`config.mk`:
```
export PLATFORM = sky130hd
export DESIGN_NAME = gcm_dp
export DESIGN_NICKNAME = d
export VERILOG_FILES = /design/src/hw/rtl/gcm_pkg.sv /design/src/hw/rtl/gcm_dp.sv
export SDC_FILE = /design/constraint.sdc
export NUM_CORES = 1
export LEC_CHECK = 0
export ABC_AREA = 1
export ABC_CLOCK_PERIOD_IN_PS = 4300
export BUFFER_PORTS_ARGS = -buffer_cell sky130_fd_sc_hd__buf_2
export CORE_ASPECT_RATIO = 0.5
export CORE_MARGIN = 4
export CORE_UTILIZATION = 40
export CTS_BUF_LIST = sky130_fd_sc_hd__clkbuf_8 sky130_fd_sc_hd__clkbuf_16
export DETAILED_ROUTE_END_ITERATION = 10
export PLACE_DENSITY = 0.57
export SYNTH_ARGS = -nofsm -noshare
export SYNTH_HDL_FRONTEND = slang
export SYNTH_SLANG_ARGS = --single-unit
```
`constraint.sdc`:
```
create_clock -name clk -period 4.3 [get_ports clk]
set_input_delay 0.43 -clock clk [delete_from_list [all_inputs] [get_ports clk]]
set_output_delay 0.43 -clock clk [all_outputs]
set_load 0.01 [all_outputs]
```
`src/hw/rtl/gcm_pkg.sv`:
```
// Shared types and constants for the greedy change maker.
// Holds the two denomination tables and the controller/datapath interface structs.
// No dependencies.
`default_nettype none

package gcm_pkg;

	localparam int AMOUNT_W = 24;
	localparam int DENOM_W  = 17;
	localparam int INDEX_W  = 4;
	localparam int SLOTS    = 16;
	localparam int QCNT_W   = 5;

	localparam logic [INDEX_W-1:0] PLN_LAST = 4'd14;
	localparam logic [INDEX_W-1:0] USD_LAST = 4'd13;

	localparam logic CUR_PLN = 1'b0;
	localparam logic CUR_USD = 1'b1;

	localparam logic [DENOM_W-1:0] PLN_TABLE [0:SLOTS-1] = '{
		17'd50000, 17'd20000, 17'd10000, 17'd5000, 17'd2000, 17'd1000, 17'd500, 17'd200,
		17'd100, 17'd50, 17'd20, 17'd10, 17'd5, 17'd2, 17'd1, 17'd0
	};
	localparam logic [DENOM_W-1:0] USD_TABLE [0:SLOTS-1] = '{
		17'd100000, 17'd20000, 17'd10000, 17'd5000, 17'd2000, 17'd1000, 17'd500, 17'd200,
		17'd100, 17'd50, 17'd25, 17'd10, 17'd5, 17'd1, 17'd0, 17'd0
	};

	function automatic logic [DENOM_W-1:0] denom_lookup(input logic cur,
			input logic [INDEX_W-1:0] idx);
		denom_lookup = (cur == CUR_USD) ? USD_TABLE[idx] : PLN_TABLE[idx];
	endfunction

	// controller -> datapath
	typedef struct packed {
		logic load;      // take a new amount, restart the walk
		logic start_div; // latch denomination, clear divider
		logic div_step;  // one quotient bit
		logic next_idx;  // advance table index
		logic emit;      // write result register, update remainder
	} gcm_cmd_t;

	// datapath -> controller
	typedef struct packed {
		logic amount_zero;
		logic rem_zero;
		logic fits;
		logic idx_end;
		logic div_last;
		logic out_free;
	} gcm_stat_t;

endpackage

`default_nettype wire

```
`src/hw/rtl/gcm_dp.sv`:
```
// Datapath of the greedy change maker: remainder, table index,
// restoring divider and result register. Depends on gcm_pkg.
`default_nettype none

module gcm_dp import gcm_pkg::*; #(
	parameter int NUM_DENOMS = 15
) (
	input  wire                       clk,
	input  wire                       arst_n,
	input  wire                       currency,
	input  wire  [AMOUNT_W-1:0]       amount,
	input  gcm_cmd_t                  cmd,
	output gcm_stat_t                 stat,
	output logic                      out_valid,
	input  wire                       out_taken,
	output logic [DENOM_W-1:0]        out_denom,
	output logic [AMOUNT_W-1:0]       out_count,
	output logic                      out_last
);

	localparam logic [INDEX_W-1:0] NUM_M1 = INDEX_W'(NUM_DENOMS - 1);

	logic [AMOUNT_W-1:0] rem_q;
	logic [INDEX_W-1:0]  idx_q;
	logic [DENOM_W-1:0]  dsr_q;
	logic [DENOM_W-1:0]  part_q;
	logic [AMOUNT_W-1:0] dvd_q;
	logic [QCNT_W-1:0]   qcnt_q;
	logic                out_valid_q;
	logic [DENOM_W-1:0]  out_denom_q;
	logic [AMOUNT_W-1:0] out_count_q;
	logic                out_last_q;

	logic [INDEX_W-1:0]  limit_m1;
	logic [DENOM_W-1:0]  cur_denom;
	logic [DENOM_W-1:0]  tail_denom;
	logic [DENOM_W:0]    trial;
	logic                trial_ge;
	logic                is_last;

	always_comb begin
		if (currency == CUR_USD) begin
			limit_m1 = (NUM_M1 < USD_LAST) ? NUM_M1 : USD_LAST;
		end else begin
			limit_m1 = (NUM_M1 < PLN_LAST) ? NUM_M1 : PLN_LAST;
		end
	end

	assign cur_denom  = denom_lookup(currency, idx_q);
	assign tail_denom = denom_lookup(currency, limit_m1);

	assign trial    = {part_q, dvd_q[AMOUNT_W-1]};
	assign trial_ge = (trial >= {1'b0, dsr_q});

	// table is descending: nothing later fits once the remainder drops below
	// the smallest entry still inside the walk
	assign is_last = (idx_q == limit_m1) || (part_q < tail_denom);

	assign stat.amount_zero = (amount == '0);
	assign stat.rem_zero    = (rem_q == '0);
	assign stat.fits        = (cur_denom != '0) && ({7'd0, cur_denom} <= rem_q);
	assign stat.idx_end     = cmd.emit ? is_last : (idx_q == limit_m1);
	assign stat.div_last    = (qcnt_q == QCNT_W'(AMOUNT_W - 1));
	assign stat.out_free    = !out_valid_q || out_taken;

	always_ff @(posedge clk or negedge arst_n) begin
		if (!arst_n) begin
			rem_q  <= '0;
			idx_q  <= '0;
			qcnt_q <= '0;
		end else begin
			if (cmd.load) begin
				rem_q <= amount;
				idx_q <= '0;
			end else begin
				if (cmd.emit) rem_q <= {7'd0, part_q};
				if (cmd.next_idx) idx_q <= idx_q + 1'b1;
			end
			if (cmd.start_div) begin
				qcnt_q <= '0;
			end else if (cmd.div_step) begin
				qcnt_q <= qcnt_q + 1'b1;
			end
		end
	end

	// restoring divider, one quotient bit per cycle; quotient shifts into dvd_q
	always_ff @(posedge clk) begin
		if (cmd.start_div) begin
			dsr_q  <= cur_denom;
			part_q <= '0;
			dvd_q  <= rem_q;
		end else if (cmd.div_step) begin
			part_q <= trial_ge ? DENOM_W'(trial - {1'b0, dsr_q}) : trial[DENOM_W-1:0];
			dvd_q  <= {dvd_q[AMOUNT_W-2:0], trial_ge};
		end
	end

	always_ff @(posedge clk or negedge arst_n) begin
		if (!arst_n) begin
			out_valid_q <= 1'b0;
		end else if (cmd.emit) begin
			out_valid_q <= 1'b1;
		end else if (out_taken) begin
			out_valid_q <= 1'b0;
		end
	end

	always_ff @(posedge clk) begin
		if (cmd.emit) begin
			out_denom_q <= dsr_q;
			out_count_q <= dvd_q;
			out_last_q  <= is_last;
		end
	end

	assign out_valid = out_valid_q;
	assign out_denom = out_denom_q;
	assign out_count = out_count_q;
	assign out_last  = out_last_q;

endmodule

`default_nettype wire

```
==> reports/results.ini <==
[run]
cap_violations=0

[clock_tree]
insertion_delay_ps=420
cts.sinks=134
clkTransAtPathRegs_ps=60
post_cts_buffers=0
cts_max_level=4
holdBufCountCts=0
cts_resized=0
tritoncts=built
cts.path.max_buffers=2
cts_inserted_buffers=17
cts_root_buffer=clkbuf_16

[synth]
syn_nets=900
synth-seq-area-share_pct=51.3
synth_cell_types=37
synth_area_leaders=edfxtp_1, dfrtp_1, nand2_1, ha_1, inv_1
synth_cells=823
synth.avg_cell_area_um2=8.73
synth_ff_type=edfxtp_1
ys_seq_elements=134
synth_top_cell_area_share_pct=34.7
yosys_warnings=0
synthArstFlopShare_pct=25.4
syn_area_mm2=0.00718
synth_edf_count=83
synth_area_leader_cell=edfxtp_1

[power]
leakage_nw=4.00
ir_drop_v=0.000289
powerDensity_mw_per_mm2=422

[global_route]
grtUsageMet2_pct=32.2
grt_usage_pct=21.3
grt_pass1_wl_um=32700
grt_max_degree=60
use_met3_pct=3.98
grt-ovfl-total=0
antenna_found_initial=0
grt_use_met1_pct=31.8
grt-busiest-layer=met2
grt_pass1_vias=5759

[place]
io_buffers=81
dpl.cell_count=1126
gp_congestion=0.927
placed_area_mm2=0.00785
hpwl_um=16000

[drt]
wl_um=21300
antenna_left=0
viasPerCell=5.16
drc=0
drt_iter0_markers=406
vias=5970
wl_per_cell_um=18.4
dr.pass1.iters=5

[worst_setup_path]
cp.arrival_ps=3230
worstSetupPathType=reg -> out
crit_chain=clkinv_1 > nand2_1 > nor2_1 > o21ai_0 > inv_1 > ha_1 > nand2_1 > nor2_1 > nand4_1 > nor2_1 > nand3_1 > a21oi_1 > buf_2
cp.required_ps=3870
critPathSlowestCell=dfrtp_1
path_max_fanout=13
critPathMostFrequentCell=nor2_1
critPathMaxStageDelay_ps=590
crit_path_end_kind=output pin
cp-start-kind=register

[sta]
rsz0062_at_grt=no
period_share_pct=85.2
tns_ps=0
min_period_ps=3660
setup_violations=0
worst_slew_pin_slew_ps=957
fmax_ghz=0.273
slew_headroom_pct=36.0
drv_slew=0
hold_violations=0
finClkSkew_ps=9.72

[final_layout]
final_cells=1158
fin_nets=988
fillCellCount=1737
design_area_mm2=0.00841
layout_common_cells=nand2_1, inv_1, edfxtp_1, buf_2, nand3_1
layout.cells.most_common=nand2_1
drive_above_1_share_pct=14.6
antenna_cells=0
syn_to_final_growth_pct=17.1
post-route-util_pct=48.1

[floorplan]
start_util_pct=41.1
die_w_um=198
num_rows=34
die_area_mm2=0.0203
core_region_area_mm2=0.0175
die_height_um=103
io_pins=82

[hold_path]
min_path_type=in -> async

[outcome]
status=complete, no violations

## routing by layer
metal / up-vias / wire [um]
li1: 2935 / -
met3: 23 / 1130
met1: 2854 / 10900
met5: - / 0
met4: 0 / 306
met2: 158 / 8950
## layout make-up
class | count | area [um^2] | area share (%)
clock buffer | 17 | 425 | 5.06
clock inverter | 15 | 143 | 1.70
sequential | 134 | 3680 | 43.8
tap | 234 | 293 | 3.48
multi-input combinational | 529 | 2880 | 34.2
inverter | 140 | 526 | 6.25
timing repair buffer | 89 | 465 | 5.53
## cell families after synthesis
logic type                 after synthesis  synth area share (%)
and+or+nand+nor                        354                  21.7
buffers and inverters                  160                  8.66
DFF                                    134                  51.3
AOI/OAI and AO/OA                      124                  9.79
adders and majority gates               44                  7.77
xor gates and xnor gates                 7                 0.854
## flip-flops by register name, indices dropped and copies added (netlist names)
signal	flops
qcnt_q	5
dsr_q	17
out_count	24
idx_q	4
dvd_q	24
out_denom	17
out_last	1
part_q	17
rem_q	24
out_valid	1
## worst paths after layout
| path | from | end | slack, ps | cells past startpoint |
|---|---|---|---|---|
| worst min-delay path | arst_n | qcnt_q[0]$_DFFE_PN0P_ | 130 | 1 |
| min in group clk | out_taken | out_valid$_DFFE_PN0P_ | 260 | 4 |
| worst max register to register | dsr_q[14]$_DFFE_PP_ | part_q[12]$_SDFFE_PP0P_ | 1920 | 11 |
| worst max-delay path | idx_q[3]$_DFFE_PN0P_ | stat[3] | 640 | 13 |
| worst min register to register | dvd_q[14]$_DFFE_PP_ | out_count[14]$_DFFE_PP_ | 440 | 0 |
| max in group asynchronous | arst_n | rem_q[17]$_DFFE_PN0P_ | 3600 | 1 |
## synth_stat cells, types with 2 or more instances
library cell,number
o21ai_0,49
nor2_1,45
o21ai_2,2
ha_1,43
a31oi_1,19
dfxtp_1,17
nand3b_1,5
a211oi_1,2
edfxtp_1,83
nand2_2,3
nor3_1,11
nand4_1,16
nand2_1,199
clkbuf_1,13
nor4_1,9
nand3_1,55
nand2_4,2
buf_2,5
clkinv_1,3
o22ai_1,25
xnor2_1,4
nand3_2,3
xor2_1,3
inv_1,137
a21oi_1,23
nor2_2,3
dfrtp_1,34
## through the flow
| stage | worst slack (ps) | power, mW | hold slack (ps) |
|---|---|---|---|
| 2_1_floorplan | 1700 | 1.93 | 134 |
| 3_3_place_gp | 1040 | 2.14 | 435 |
| 3_5_place_dp | 1100 | 2.15 | 435 |
| 4_1_cts | 639 | 3.57 | 154 |
| 5_1_grt | 270 | 3.72 | 194 |
| 6_report | 638 | 3.55 | 131 |
## critical path, delay by kind of cell, from the launching register on
family,cells,cell delay (ps)
AO/OA/AOI/OAI,2,470
AND/OR/NAND/NOR,7,830
adder cells (fa/ha/maj),1,280
buffers and inverters,3,640
flip-flops,1,590
## where the power goes
group	internal (mW)	leakage [nW]	switching (mW)	total, mW
combinational	0.189	2.34	0.366	0.555
clock	0.846	0.273	0.580	1.43
sequential	1.50	1.39	0.0710	1.57
total	2.53	4.00	1.02	3.55
Power figures use the tool's default switching activity.
