===== src/hw/rtl/gcm_pkg.sv =====
// Shared types and constants for the greedy change maker.
// Holds the two denomination tables and the controller/datapath interface structs.
// No dependencies.
`default_nettype none

package gcm_pkg;

	localparam int AMOUNT_W = 24;
	localparam int DENOM_W  = 17;
	localparam int INDEX_W  = 4;
	localparam int SLOTS    = 16;
	localparam int QCNT_W   = 5;

	localparam logic [INDEX_W-1:0] PLN_LAST = 4'd14;
	localparam logic [INDEX_W-1:0] USD_LAST = 4'd13;

	localparam logic CUR_PLN = 1'b0;
	localparam logic CUR_USD = 1'b1;

	localparam logic [DENOM_W-1:0] PLN_TABLE [0:SLOTS-1] = '{
		17'd50000, 17'd20000, 17'd10000, 17'd5000, 17'd2000, 17'd1000, 17'd500, 17'd200,
		17'd100, 17'd50, 17'd20, 17'd10, 17'd5, 17'd2, 17'd1, 17'd0
	};
	localparam logic [DENOM_W-1:0] USD_TABLE [0:SLOTS-1] = '{
		17'd100000, 17'd20000, 17'd10000, 17'd5000, 17'd2000, 17'd1000, 17'd500, 17'd200,
		17'd100, 17'd50, 17'd25, 17'd10, 17'd5, 17'd1, 17'd0, 17'd0
	};

	function automatic logic [DENOM_W-1:0] denom_lookup(input logic cur,
			input logic [INDEX_W-1:0] idx);
		denom_lookup = (cur == CUR_USD) ? USD_TABLE[idx] : PLN_TABLE[idx];
	endfunction

	// controller -> datapath
	typedef struct packed {
		logic load;      // take a new amount, restart the walk
		logic start_div; // latch denomination, clear divider
		logic div_step;  // one quotient bit
		logic next_idx;  // advance table index
		logic emit;      // write result register, update remainder
	} gcm_cmd_t;

	// datapath -> controller
	typedef struct packed {
		logic amount_zero;
		logic rem_zero;
		logic fits;
		logic idx_end;
		logic div_last;
		logic out_free;
	} gcm_stat_t;

endpackage

`default_nettype wire


===== src/hw/rtl/gcm_ctrl.sv =====
// Walk sequencer for the greedy change maker.
// One-hot state machine issuing gcm_cmd_t; depends on gcm_pkg.
`default_nettype none

module gcm_ctrl import gcm_pkg::*; (
	input  wire        clk,
	input  wire        arst_n,
	input  wire        in_fire,
	output logic       in_ready,
	input  gcm_stat_t  stat,
	output gcm_cmd_t   cmd
);

	typedef enum logic [3:0] {
		ST_IDLE  = 4'b0001,
		ST_CHECK = 4'b0010,
		ST_DIV   = 4'b0100,
		ST_OUT   = 4'b1000
	} gcm_state_t;

	gcm_state_t state_q, state_d;

	always_ff @(posedge clk or negedge arst_n) begin
		if (!arst_n) begin
			state_q <= ST_IDLE;
		end else begin
			state_q <= state_d;
		end
	end

	assign in_ready = (state_q == ST_IDLE);

	always_comb begin
		state_d = state_q;
		cmd     = '0;
		unique case (state_q)
			ST_IDLE: begin
				if (in_fire) begin
					cmd.load = 1'b1;
					if (!stat.amount_zero) state_d = ST_CHECK;
				end
			end
			ST_CHECK: begin
				if (stat.rem_zero) begin
					state_d = ST_IDLE;
				end else if (stat.fits) begin
					cmd.start_div = 1'b1;
					state_d       = ST_DIV;
				end else if (stat.idx_end) begin
					state_d = ST_IDLE;
				end else begin
					cmd.next_idx = 1'b1;
				end
			end
			ST_DIV: begin
				cmd.div_step = 1'b1;
				if (stat.div_last) state_d = ST_OUT;
			end
			ST_OUT: begin
				if (stat.out_free) begin
					cmd.emit = 1'b1;
					// datapath flags the final result through idx_end/last logic
					if (stat.idx_end) begin
						state_d = ST_IDLE;
					end else begin
						cmd.next_idx = 1'b1;
						state_d      = ST_CHECK;
					end
				end
			end
			default: state_d = ST_IDLE;
		endcase
	end

endmodule

`default_nettype wire


===== config.mk =====
export PLATFORM = sky130hd
export DESIGN_NAME = gcm_ctrl
export DESIGN_NICKNAME = d
export VERILOG_FILES = /design/src/hw/rtl/gcm_pkg.sv /design/src/hw/rtl/gcm_ctrl.sv
export SDC_FILE = /design/constraint.sdc
export NUM_CORES = 1
export LEC_CHECK = 0
export CAP_MARGIN = 20
export CORE_AREA = 2 2 39 41
export CTS_CLUSTER_SIZE = 16
export DETAILED_ROUTE_END_ITERATION = 16
export DIE_AREA = 0 0 41 43
export DONT_BUFFER_PORTS = 1
export GPL_TIMING_DRIVEN = 0
export PLACE_DENSITY_LB_ADDON = 0.2
export SYNTH_ARGS = -nofsm -noshare
export SYNTH_HDL_FRONTEND = slang
export SYNTH_SLANG_ARGS = --single-unit

===== constraint.sdc =====
create_clock -name clk -period 1.5 [get_ports clk]
set_clock_uncertainty 0.15 [all_clocks]
set_input_delay 0.3 -clock clk [delete_from_list [all_inputs] [get_ports clk]]
set_output_delay 0.3 -clock clk [all_outputs]
set_load 0.01 [all_outputs]

==> reports/qor.csv, run 1 <==
stage;metric;value;unit
outcome;status;finished with violations;
outcome;violations;negative setup slack;
cells_and_area;largest_registers;state_q (4);
cells_and_area;num_antenna_cells;0;
routing;ant_nets;0;
timing;slew_violations;0;
logic_synthesis;syn_area_per_cell;8.23;um^2
clocking;cts.htree.levels;1;
logic_synthesis;yosys.area_share.simple;0.368;
grt;antenna_found_initial;0;
timing;setup_ws;-0.157;ns
worst_setup_path;worstSetupStartpointType;register;
logic_synthesis;combinational_family_with_the_most_area_after_synthesis;simple AND/OR/NAND/NOR gates;
power;power.density_cell_area;1130;nW/um^2
worst_setup_path;cell_at_the_slowest_stage_of_the_critical_path;sky130_fd_sc_hd__dfstp_2;
die;die_h;43;um
logic_synthesis;synth_enable_flop_cells;0;
logic_synthesis;yosysSeqAreaShare;0.324;
timing;timing.setup.tns;-0.487;ns
clocking;numClockSinks;4;
cells_and_area;largest_register_ff_count;4;
die;pin_count;15;
clocking;root_buffer;sky130_fd_sc_hd__clkbuf_4;
logic_synthesis;synth_cell_type_count;24;
worst_setup_path;cp_cell_sequence;and3_4, and2_4;
die;core;1380;um^2
timing;hold_viol;0;
run;drv_cap;0;
logic_synthesis;synth_xor_area_frac;0;
worst_setup_path;path_max_fanout;7;
routing;routed_wire_length_per_instance;12.9;um
logic_synthesis;netlist_top_cells_count;5 x sky130_fd_sc_hd__inv_1, 4 x sky130_fd_sc_hd__nor2_1, 3 x sky130_fd_sc_hd__dfrtp_1, 3 x sky130_fd_sc_hd__nor3b_1;
power;cellLeakagePower;0.000177;uW
clocking;tritoncts_clock_tree;yes;
cells_and_area;fin_area;445;um^2
routing;vias;326;
timing;max_slew.worst_pin.slew;0.257;ns
grt;global_route.overflow_total;0;
cells_and_area;area_delta_synth_final;42.4;%
clocking;clkLatencyLatePin;0.24;ns
logic_synthesis;synth_cells;38;
placement;dp_slack;-0.104;ns
grt;grt_max_degree;8;
die;num_rows;14;
timing;min_period_over_period;1.10;
die;initial_utilization;0.226;
timing;rsz0062_at_grt;yes;
clocking;clk_pin_slew;0.04;ns
grt;first_global_vias;360;
cells_and_area;fin_cells;64;
cells_and_area;design.final.nets;58;
cells_and_area;ratio_of_cells_with_drive_above_1_in_the_final_layout;0.458;
cells_and_area;largest-register;state_q;
logic_synthesis;synth-adder-area-share;0;
logic_synthesis;synth_area_leader_cell;sky130_fd_sc_hd__dfrtp_1;
hold_path;hold_class;in -> reg;
routing;first_pass_iters;4;
worst_setup_path;critical_path_class;reg -> out;
power;vdd_ir_max;0.463;mV
worst_setup_path;max_stage_delay;0.59;ns
logic_synthesis;postSynthRegisterBits;4;
routing;drt_iter0_drc;13;
die;die_width;41;um
grt;grt_pass1_wl;1.43;mm
logic_synthesis;synth_nets;47;
routing;avgViaCountPerCell;5.09;
logic_synthesis;netlist_area;313;um^2
logic_synthesis;warning_count_from_the_yosys_run;0;
routing;totalWireLength;825;um
logic_synthesis;dominantRegCellSynth;sky130_fd_sc_hd__dfrtp_1;
logic_synthesis;async_reset_ff_frac;1.00;
logic_synthesis;synth.top_cells.by_area;sky130_fd_sc_hd__dfrtp_1 24%, sky130_fd_sc_hd__dfstp_2 8.4%, sky130_fd_sc_hd__nor3b_1 7.2%;
clocking;number_of_clock_buffers_inserted_by_tritoncts;3;
logic_synthesis;area_fraction_in_compound_gates_after_synthesis;0.248;
die;fp.dieArea;1760;um^2
placement;dp.final_hpwl;612;um
timing;min_period;1.66;ns
logic_synthesis;synth.top_cell.area_share;0.240;
timing;max_freq;604;MHz
worst_setup_path;setup.worst_path.end_class;output port;
placement;place_inst;54;
worst_setup_path;critPathRequiredTime;1.05;ns
grt;grt_use_total;0.122;
logic_synthesis;synth_most_common_cell;sky130_fd_sc_hd__inv_1;
placement;detailed_place.area;333;um^2
timing;timing.slew.headroom;0.826;
logic_synthesis;synth.mux.area_fraction;0;
placement;routabilityCongestion;0.735;
routing;number_of_drc_violations_after_detailed_routing;0;
timing;timing.final.setup_violations;5;
worst_setup_path;cp_data_arrival_time;1.21;ns
placement;io_buffer_count;0;
clocking;clock_tree.buffer_depth;2;
==> cells in the final DEF, fill, tap and decap left out, drive strengths merged <==
master and instances:
dfrtp 3, a21oi 1, nor2 4, buf 4, nand4bb 1, o2bb2ai 1
o311ai 1, o2111ai 1, nor3b 3, nand2b 1, nand3 2, a211oi 1
o22ai 1, nand2 1, dfstp 1, inv 5, clkbuf 4, or3b 1
a32o 1, and2 2, dlygate4sd3 2, nor2b 2, o21a 1, nand4 1
and3 1, o21ai 2
==> per-layer routing <==
layer	vias up	wire length, um	GRT usage	part of all wire
met5	-	0	0	0
met4	0	0	0.0600	0
met3	0	90	0.0733	0.11
met2	15	389	0.169	0.47
met1	153	346	0.142	0.42
li1	158	-	-	-
==> through the flow <==
stage / total power [uW] / utilization / hold WS, ns
after floorplan: 266 / - / -0.146
after global placement: 290 / 0.241 / -0.145
after detailed placement: 294 / 0.241 / -0.145
after CTS: 509 / 0.315 / 0.00638
after global routing: 553 / 0.322 / 0.00574
final: 505 / 0.322 / 0.0160
==> critical path: cells and delay by family, from the launching register on <==
family,cells,cell delay [ns]
flops,1,0.59
simple gates,2,0.39
==> path summary, 6_finish.rpt <==
path / start / endpoint / slack (ns) / cells after the start
worst max-delay path: state_q[0]$_DFFE_PN1P_ / cmd[4] / -0.16 / 2
worst min-delay path: stat[1] / state_q[2]$_DFFE_PN0P_ / 0.02 / 1
worst max register to register: state_q[3]$_DFFE_PN0P_ / state_q[1]$_DFFE_PN0P_ / 0.02 / 4
worst min register to register: state_q[1]$_DFFE_PN0P_ / state_q[1]$_DFFE_PN0P_ / 0.53 / 2
max in group asynchronous: arst_n / state_q[0]$_DFFE_PN1P_ / 0.77 / 1
min in group asynchronous: arst_n / state_q[3]$_DFFE_PN0P_ / 0.18 / 1
==> repair_timing <==
item | 4_1_cts | 5_1_grt
setup buffers | 3 | 1
endpoints found under the setup margin | 6 | 7
resized for setup | 14 | 1
hold buffers | 2 | 0
endpoints found under the hold margin | 5 | 0
pin swaps | 3 | 1
==> logic make-up after synthesis <==
| family | count (synthesis) |
|---|---|
| AND/OR/NAND/NOR | 19 |
| AO/OA/AOI/OAI | 10 |
| buffers and inverters | 5 |
| flip-flops | 4 |
==> power by group <==
group / internal [uW] / switching [uW]
registers: 138 / 36.7
logic: 99.6 / 83.4
clock network: 100 / 47.7
==> layout make-up <==
type	count	area (um^2)
inverters	5	18.8
multi-input cells	29	226
fillers	150	938
clock buffers	4	26.3
flip-flops and latches	4	104
repair buffers	6	50.0
well taps	16	20.0
Note: power is estimated with default switching activity, not from simulation.
==> run 2: changes to the inputs <==
--- a/config.mk
+++ b/config.mk
@@ -13,6 +13,7 @@
 export DONT_BUFFER_PORTS = 1
 export GPL_TIMING_DRIVEN = 0
 export PLACE_DENSITY_LB_ADDON = 0.2
+export SKIP_CTS_REPAIR_TIMING = 1
 export SYNTH_ARGS = -nofsm -noshare
 export SYNTH_HDL_FRONTEND = slang
 export SYNTH_SLANG_ARGS = --single-unit
==> reports/qor.csv, run 2 (synthesis results as in run 1) <==
stage;metric;value;unit;change
outcome;status;finished with violations;;
outcome;violations;negative setup slack;;
grt;grt_max_degree;10;;+2
clocking;cts.htree.levels;1;;unchanged
routing;avgViaCountPerCell;5.10;;+0.21%
worst_setup_path;worstSetupStartpointType;register;;
power;cellLeakagePower;0.000194;uW;+9.9%
worst_setup_path;cp_data_arrival_time;1.23;ns;+0.02 ns
cells_and_area;ratio_of_cells_with_drive_above_1_in_the_final_layout;0.510;;+0.0515
run;drv_cap;0;;unchanged
worst_setup_path;cpLargestDelayFamily;flip-flops;;
clocking;numClockSinks;4;;unchanged
routing;routed_wire_length_per_instance;13.3;um;+3.0%
timing;finalHoldWorstSlack;0.0152;ns;-0.000780 ns
placement;routabilityCongestion;0.735;;unchanged
timing;timing.final.setup_violations;7;;+2
cells_and_area;layout_common_cells;5 x sky130_fd_sc_hd__buf_4, 3 x sky130_fd_sc_hd__inv_1, 3 x sky130_fd_sc_hd__nor3b_1, 3 x sky130_fd_sc_hd__clkbuf_4, 3 x sky130_fd_sc_hd__dfrtp_2;;
placement;dp_slack;-0.104;ns;unchanged
die;die_width;41;um;unchanged
routing;first_pass_iters;4;;unchanged
cells_and_area;num_antenna_cells;0;;unchanged
clocking;root_buffer;sky130_fd_sc_hd__clkbuf_4;;
timing;rsz0062_at_grt;yes;;
clocking;clock_tree.buffer_depth;2;;unchanged
clocking;clkLatencyLatePin;0.24;ns;about the same
grt;antenna_found_initial;0;;unchanged
cells_and_area;design.final.nets;61;;+5.2%
cells_and_area;multi_input_area;236;um^2;+4.4%
worst_setup_path;cp_cell_sequence;and3_4, and2_4;;
routing;routed-wl-met2;446;um;+15%
routing;route.layer.met1.wl;339;um;-2.0%
die;initial_utilization;0.226;;unchanged
cells_and_area;area_delta_synth_final;55.6;%;
placement;dp.final_hpwl;612;um;unchanged
timing;max_slew.worst_pin.slew;0.259;ns;+0.00136 ns
routing;totalWireLength;890;um;+7.9%
cells_and_area;final_common_cell;sky130_fd_sc_hd__buf_4;;
hold_path;hold_class;in -> reg;;
worst_setup_path;critPathRequiredTime;1.05;ns;about the same
cells_and_area;largest_register_ff_count;4;;unchanged
timing;min_period;1.68;ns;+0.0188 ns
die;die_h;43;um;unchanged
worst_setup_path;setup.worst_path.end_class;output port;;
clocking;clk_pin_slew;0.04;ns;about the same
timing;max_freq;597;MHz;-1.1%
placement;detailed_place.area;333;um^2;unchanged
die;core;1380;um^2;unchanged
cells_and_area;fillerInstances;151;;+0.67%
timing;min_period_over_period;1.12;;+0.0125
worst_setup_path;worstPathBufferInverterCount;0;;unchanged
cells_and_area;largest-register;state_q;;
routing;detailroute.wirelength.met3;105;um;+17%
die;fp.dieArea;1760;um^2;unchanged
worst_setup_path;cell_at_the_slowest_stage_of_the_critical_path;sky130_fd_sc_hd__dfstp_2;;
routing;vias;342;;+4.9%
power;power.density_cell_area;1030;nW/um^2;-8.8%
grt;grt_pass1_wl;1.32;mm;-7.8%
grt;first_global_vias;322;;-11%
worst_setup_path;path_max_fanout;7;;unchanged
routing;ant_nets;0;;unchanged
clocking;tritoncts_clock_tree;yes;;
worst_setup_path;critical_path_class;reg -> out;;
routing;drt_iter0_drc;3;;-10
timing;setup_ws;-0.176;ns;-0.0188 ns
routing;number_of_drc_violations_after_detailed_routing;0;;unchanged
die;pin_count;15;;unchanged
timing;timing.slew.headroom;0.825;;-0.000924
worst_setup_path;max_stage_delay;0.60;ns;about the same
routing;top_layer_reached_by_signal_wires;met3;;
grt;grt_use_total;0.114;;-0.00793
clocking;number_of_clock_buffers_inserted_by_tritoncts;3;;unchanged
timing;hold_viol;0;;unchanged
placement;io_buffer_count;0;;unchanged
cells_and_area;largest_registers;state_q (4);;
cells_and_area;layout.area.seq;105;um^2;+1.2%
die;num_rows;14;;unchanged
power;vdd_ir_max;0.482;mV;+4.3%
grt;global_route.overflow_total;0;;unchanged
cells_and_area;fin_area;487;um^2;+9.3%
timing;slew_violations;0;;unchanged
-- run 2: cell types whose count changed in the layout (fill, tap and decap cells not counted), sizes merged --
cell and change:
buf +3
-- run 2: worst register-to-register path, stage by stage (launching register included) --
cell                       delay (ns)
sky130_fd_sc_hd__dfrtp_2         0.45
sky130_fd_sc_hd__buf_6           0.14
sky130_fd_sc_hd__nor2b_4         0.12
sky130_fd_sc_hd__buf_4           0.12
sky130_fd_sc_hd__o311ai_1        0.28
sky130_fd_sc_hd__a32o_1          0.21
-- run 2: layer usage --
layer	up-vias	GRT usage
met1	162	0.149
met3	0	0.0628
met4	0	0.0600
met5	-	0
li1	164	-
met2	16	0.144
-- run 2: worst paths after layout --
path | from | to | slack [ns] | cells past startpoint
max | state_q[0]$_DFFE_PN1P_ | cmd[4] | -0.18 | 2
min | stat[1] | state_q[2]$_DFFE_PN0P_ | 0.02 | 1
max reg2reg | state_q[2]$_DFFE_PN0P_ | state_q[0]$_DFFE_PN1P_ | -0.04 | 5
min reg2reg | state_q[1]$_DFFE_PN0P_ | state_q[3]$_DFFE_PN0P_ | 0.49 | 2
max in group asynchronous | arst_n | state_q[0]$_DFFE_PN1P_ | 0.79 | 1
min in group asynchronous | arst_n | state_q[3]$_DFFE_PN0P_ | 0.18 | 1
-- run 2: final cells by class --
type,count,share of cell area
tap,16,0.0411
inverter,5,0.0386
sequential,4,0.216
multi-input combinational,29,0.486
timing repair buffer,9,0.165
clock buffer,4,0.0540
-- run 2: power breakdown --
group,switching (uW),internal (uW),total (uW)
Combinational,82.0,91.8,174
Sequential,42.5,139,181
Clock,48.3,100,148
Total,173,331,504
-- run 2: stage by stage --
step	cells	total power (uW)	TNS [ns]	util
after CTS	58	448	-1.36	0.259
final	67	504	-0.541	0.352
after floorplan	38	266	0	-
after global routing	67	548	-1.00	0.352
after detailed placement	54	294	-0.165	0.241
after global placement	54	290	-0.146	0.241
==> run 3: changes to the inputs <==
--- a/config.mk
+++ b/config.mk
@@ -11,7 +11,7 @@
 export DETAILED_ROUTE_END_ITERATION = 16
 export DIE_AREA = 0 0 41 43
 export DONT_BUFFER_PORTS = 1
-export GPL_TIMING_DRIVEN = 0
+export HOLD_SLACK_MARGIN = 0.1
 export PLACE_DENSITY_LB_ADDON = 0.2
 export SKIP_CTS_REPAIR_TIMING = 1
 export SYNTH_ARGS = -nofsm -noshare
==> reports/qor.csv, run 3 (synthesis results as in run 1) <==
stage;metric;value;unit;change
worst_setup_path;worstPathBufferInverterCount;0;;unchanged
timing;finalHoldWorstSlack;0.127;ns;+0.112 ns
cells_and_area;fillerInstances;147;;-2.6%
die;core;1380;um^2;unchanged
run;drv_cap;0;;unchanged
timing;min_period;1.61;ns;-0.0669 ns
cells_and_area;largest-register;state_q;;
hold_path;min_delay_path_depth;2;;+1
routing;ant_nets;0;;unchanged
cells_and_area;layout_common_cells;8 x sky130_fd_sc_hd__buf_4, 4 x sky130_fd_sc_hd__inv_1;;
outcome;violations;negative setup slack;;
routing;totalWireLength;855;um;-3.9%
routing;first_pass_iters;2;;-2
clocking;cts.htree.levels;1;;unchanged
grt;grt_use_total;0.114;;unchanged
timing;min_period_over_period;1.07;;-0.0446
cells_and_area;num_antenna_cells;0;;unchanged
power;power.share.combinational;0.419;;+0.074
timing;rsz0062_at_grt;yes;;
grt;first_global_vias;295;;-8.4%
cells_and_area;postLayoutCoreUtil;0.357;;+0.00543
hold_path;worst_hold_startpoint;in_fire;;
worst_setup_path;worstReg2RegStart;state_q[3]$_DFFE_PN0P_;;
routing;number_of_drc_violations_after_detailed_routing;0;;unchanged
die;num_rows;14;;unchanged
timing;timing.final.setup_violations;6;;-1
die;initial_utilization;0.226;;unchanged
power;cellInternalPower;372;uW;+12%
timing;hold_viol;0;;unchanged
routing;vias;339;;-0.88%
worst_setup_path;cp_cell_sequence;nor2_4, nand4_1, a21oi_2;;
worst_setup_path;cp.depth;3;;+1
timing;max_freq;622;MHz;+4.2%
clocking;clkLatencyLatePin;0.23;ns;about the same
worst_setup_path;cell_at_the_slowest_stage_of_the_critical_path;sky130_fd_sc_hd__dfrtp_2;;
grt;grt_max_degree;8;;-2
power;cellLeakagePower;0.000204;uW;+5.3%
outcome;status;finished with violations;;
placement;routabilityCongestion;0.725;;-1.3%
clocking;root_buffer;sky130_fd_sc_hd__clkbuf_4;;
die;pin_count;15;;unchanged
cells_and_area;final_common_cell;sky130_fd_sc_hd__buf_4;;
power;vdd_ir_max;0.384;mV;-20%
power;power.switching;172;uW;-0.42%
clocking;tritoncts_clock_tree;yes;;
cells_and_area;area_delta_synth_final;58.0;%;
grt;antenna_found_initial;0;;unchanged
timing;setup_ws;-0.109;ns;+0.0669 ns
die;die_width;41;um;unchanged
power;p_sw_frac;0.317;;-0.0266
placement;dp.final_hpwl;651;um;+6.4%
grt;grt_pass1_wl;1.27;mm;-3.6%
worst_setup_path;reg2reg_to;state_q[1]$_DFFE_PN0P_;;
cells_and_area;ratio_of_cells_with_drive_above_1_in_the_final_layout;0.509;;about the same
placement;dp_slack;-0.0361;ns;+0.0674 ns
worst_setup_path;cpLargestDelayFamily;flip-flops;;
clocking;clk_pin_slew;0.04;ns;about the same
cells_and_area;largest_registers;state_q (4);;
clocking;numClockSinks;4;;unchanged
worst_setup_path;setup.worst_path.end_class;output port;;
routing;drt_iter0_drc;5;;+2
timing;max_slew.worst_pin.slew;0.248;ns;-0.0103 ns
cells_and_area;largest_register_ff_count;4;;unchanged
worst_setup_path;worstSetupStartpointType;register;;
power;power_frac_seq;0.320;;-0.040
timing;timing.slew.headroom;0.832;;+0.00700
worst_setup_path;r2r_setup_slack;0;ns;+0.04 ns
clocking;clock_tree.buffer_depth;2;;unchanged
hold_path;hold_class;in -> reg;;
routing;avgViaCountPerCell;4.91;;-3.8%
cells_and_area;design.final.nets;63;;+3.3%
die;die_h;43;um;unchanged
routing;routed_wire_length_per_instance;12.4;um;-6.7%
die;fp.dieArea;1760;um^2;unchanged
worst_setup_path;ff2ff_path_depth;5;;unchanged
worst_setup_path;critPathRequiredTime;1.05;ns;about the same
worst_setup_path;critical_path_class;reg -> out;;
placement;io_buffer_count;0;;unchanged
timing;slew_violations;0;;unchanged
power;pwr-share-clk;0.261;;-0.034
hold_path;hold_path_end;state_q[0]$_DFFE_PN1P_;;
power;power.density_cell_area;1100;nW/um^2;+6.3%
worst_setup_path;path_max_fanout;4;;-3
worst_setup_path;cp_data_arrival_time;1.16;ns;-0.07 ns
clocking;number_of_clock_buffers_inserted_by_tritoncts;3;;unchanged
grt;global_route.overflow_total;0;;unchanged
worst_setup_path;max_stage_delay;0.43;ns;-0.17 ns
run 3: changes by cell type in the layout (fill, tap and decap cells not counted):
cell,delta
sky130_fd_sc_hd__inv_1,+1
sky130_fd_sc_hd__dlygate4sd3_1,+1
sky130_fd_sc_hd__buf_4,+3
sky130_fd_sc_hd__inv_2,-1
sky130_fd_sc_hd__nor2_1,-1
sky130_fd_sc_hd__nor2_2,+2
sky130_fd_sc_hd__buf_6,-2
sky130_fd_sc_hd__nor2_4,-1
run 3: power groups by stage:
stage	registers, uW	logic, uW	clock network, uW
3_5_place_dp	169	166	0
6_report	174	228	142
3_3_place_gp	170	166	0
5_1_grt	179	248	163
2_1_floorplan	161	105	0
4_1_cts	167	166	148
run 3: how the worst max path moves through the flow:
stage,startpoint,end
detailed placement,state_q[3]$_DFFE_PN0P_,cmd[1]
floorplan,state_q[3]$_DFFE_PN0P_,cmd[4]
global placement,state_q[3]$_DFFE_PN0P_,cmd[1]
global route,state_q[3]$_DFFE_PN0P_,cmd[1]
finish,state_q[2]$_DFFE_PN0P_,cmd[1]
CTS,state_q[3]$_DFFE_PN0P_,cmd[1]
run 3: cell type report:
cell class | count | area, um^2 | area share
clock buffer | 4 | 26.3 | 0.0532
inverter | 5 | 18.8 | 0.0380
timing repair buffer | 11 | 90.1 | 0.182
sequential | 4 | 105 | 0.213
multi-input combinational | 29 | 234 | 0.473
tap | 16 | 20.0 | 0.0405
run 3: per-stage QoR:
step / area [um^2] / cells / setup TNS, ns / power (uW)
after floorplan: 313 / 38 / 0 / 266
after detailed placement: 370 / 59 / -0.0361 / 334
after global placement: 370 / 59 / 0 / 336
final: 494 / 69 / -0.430 / 544
after CTS: 397 / 63 / -1.14 / 482
after global routing: 494 / 69 / -0.925 / 590
run 3: layer usage:
metal	GRT usage	share of wire	routed length, um
met2	0.153	0.48	408
met5	0	0	0
met4	0.0400	0	0
met3	0.0838	0.092	79
met1	0.136	0.43	367
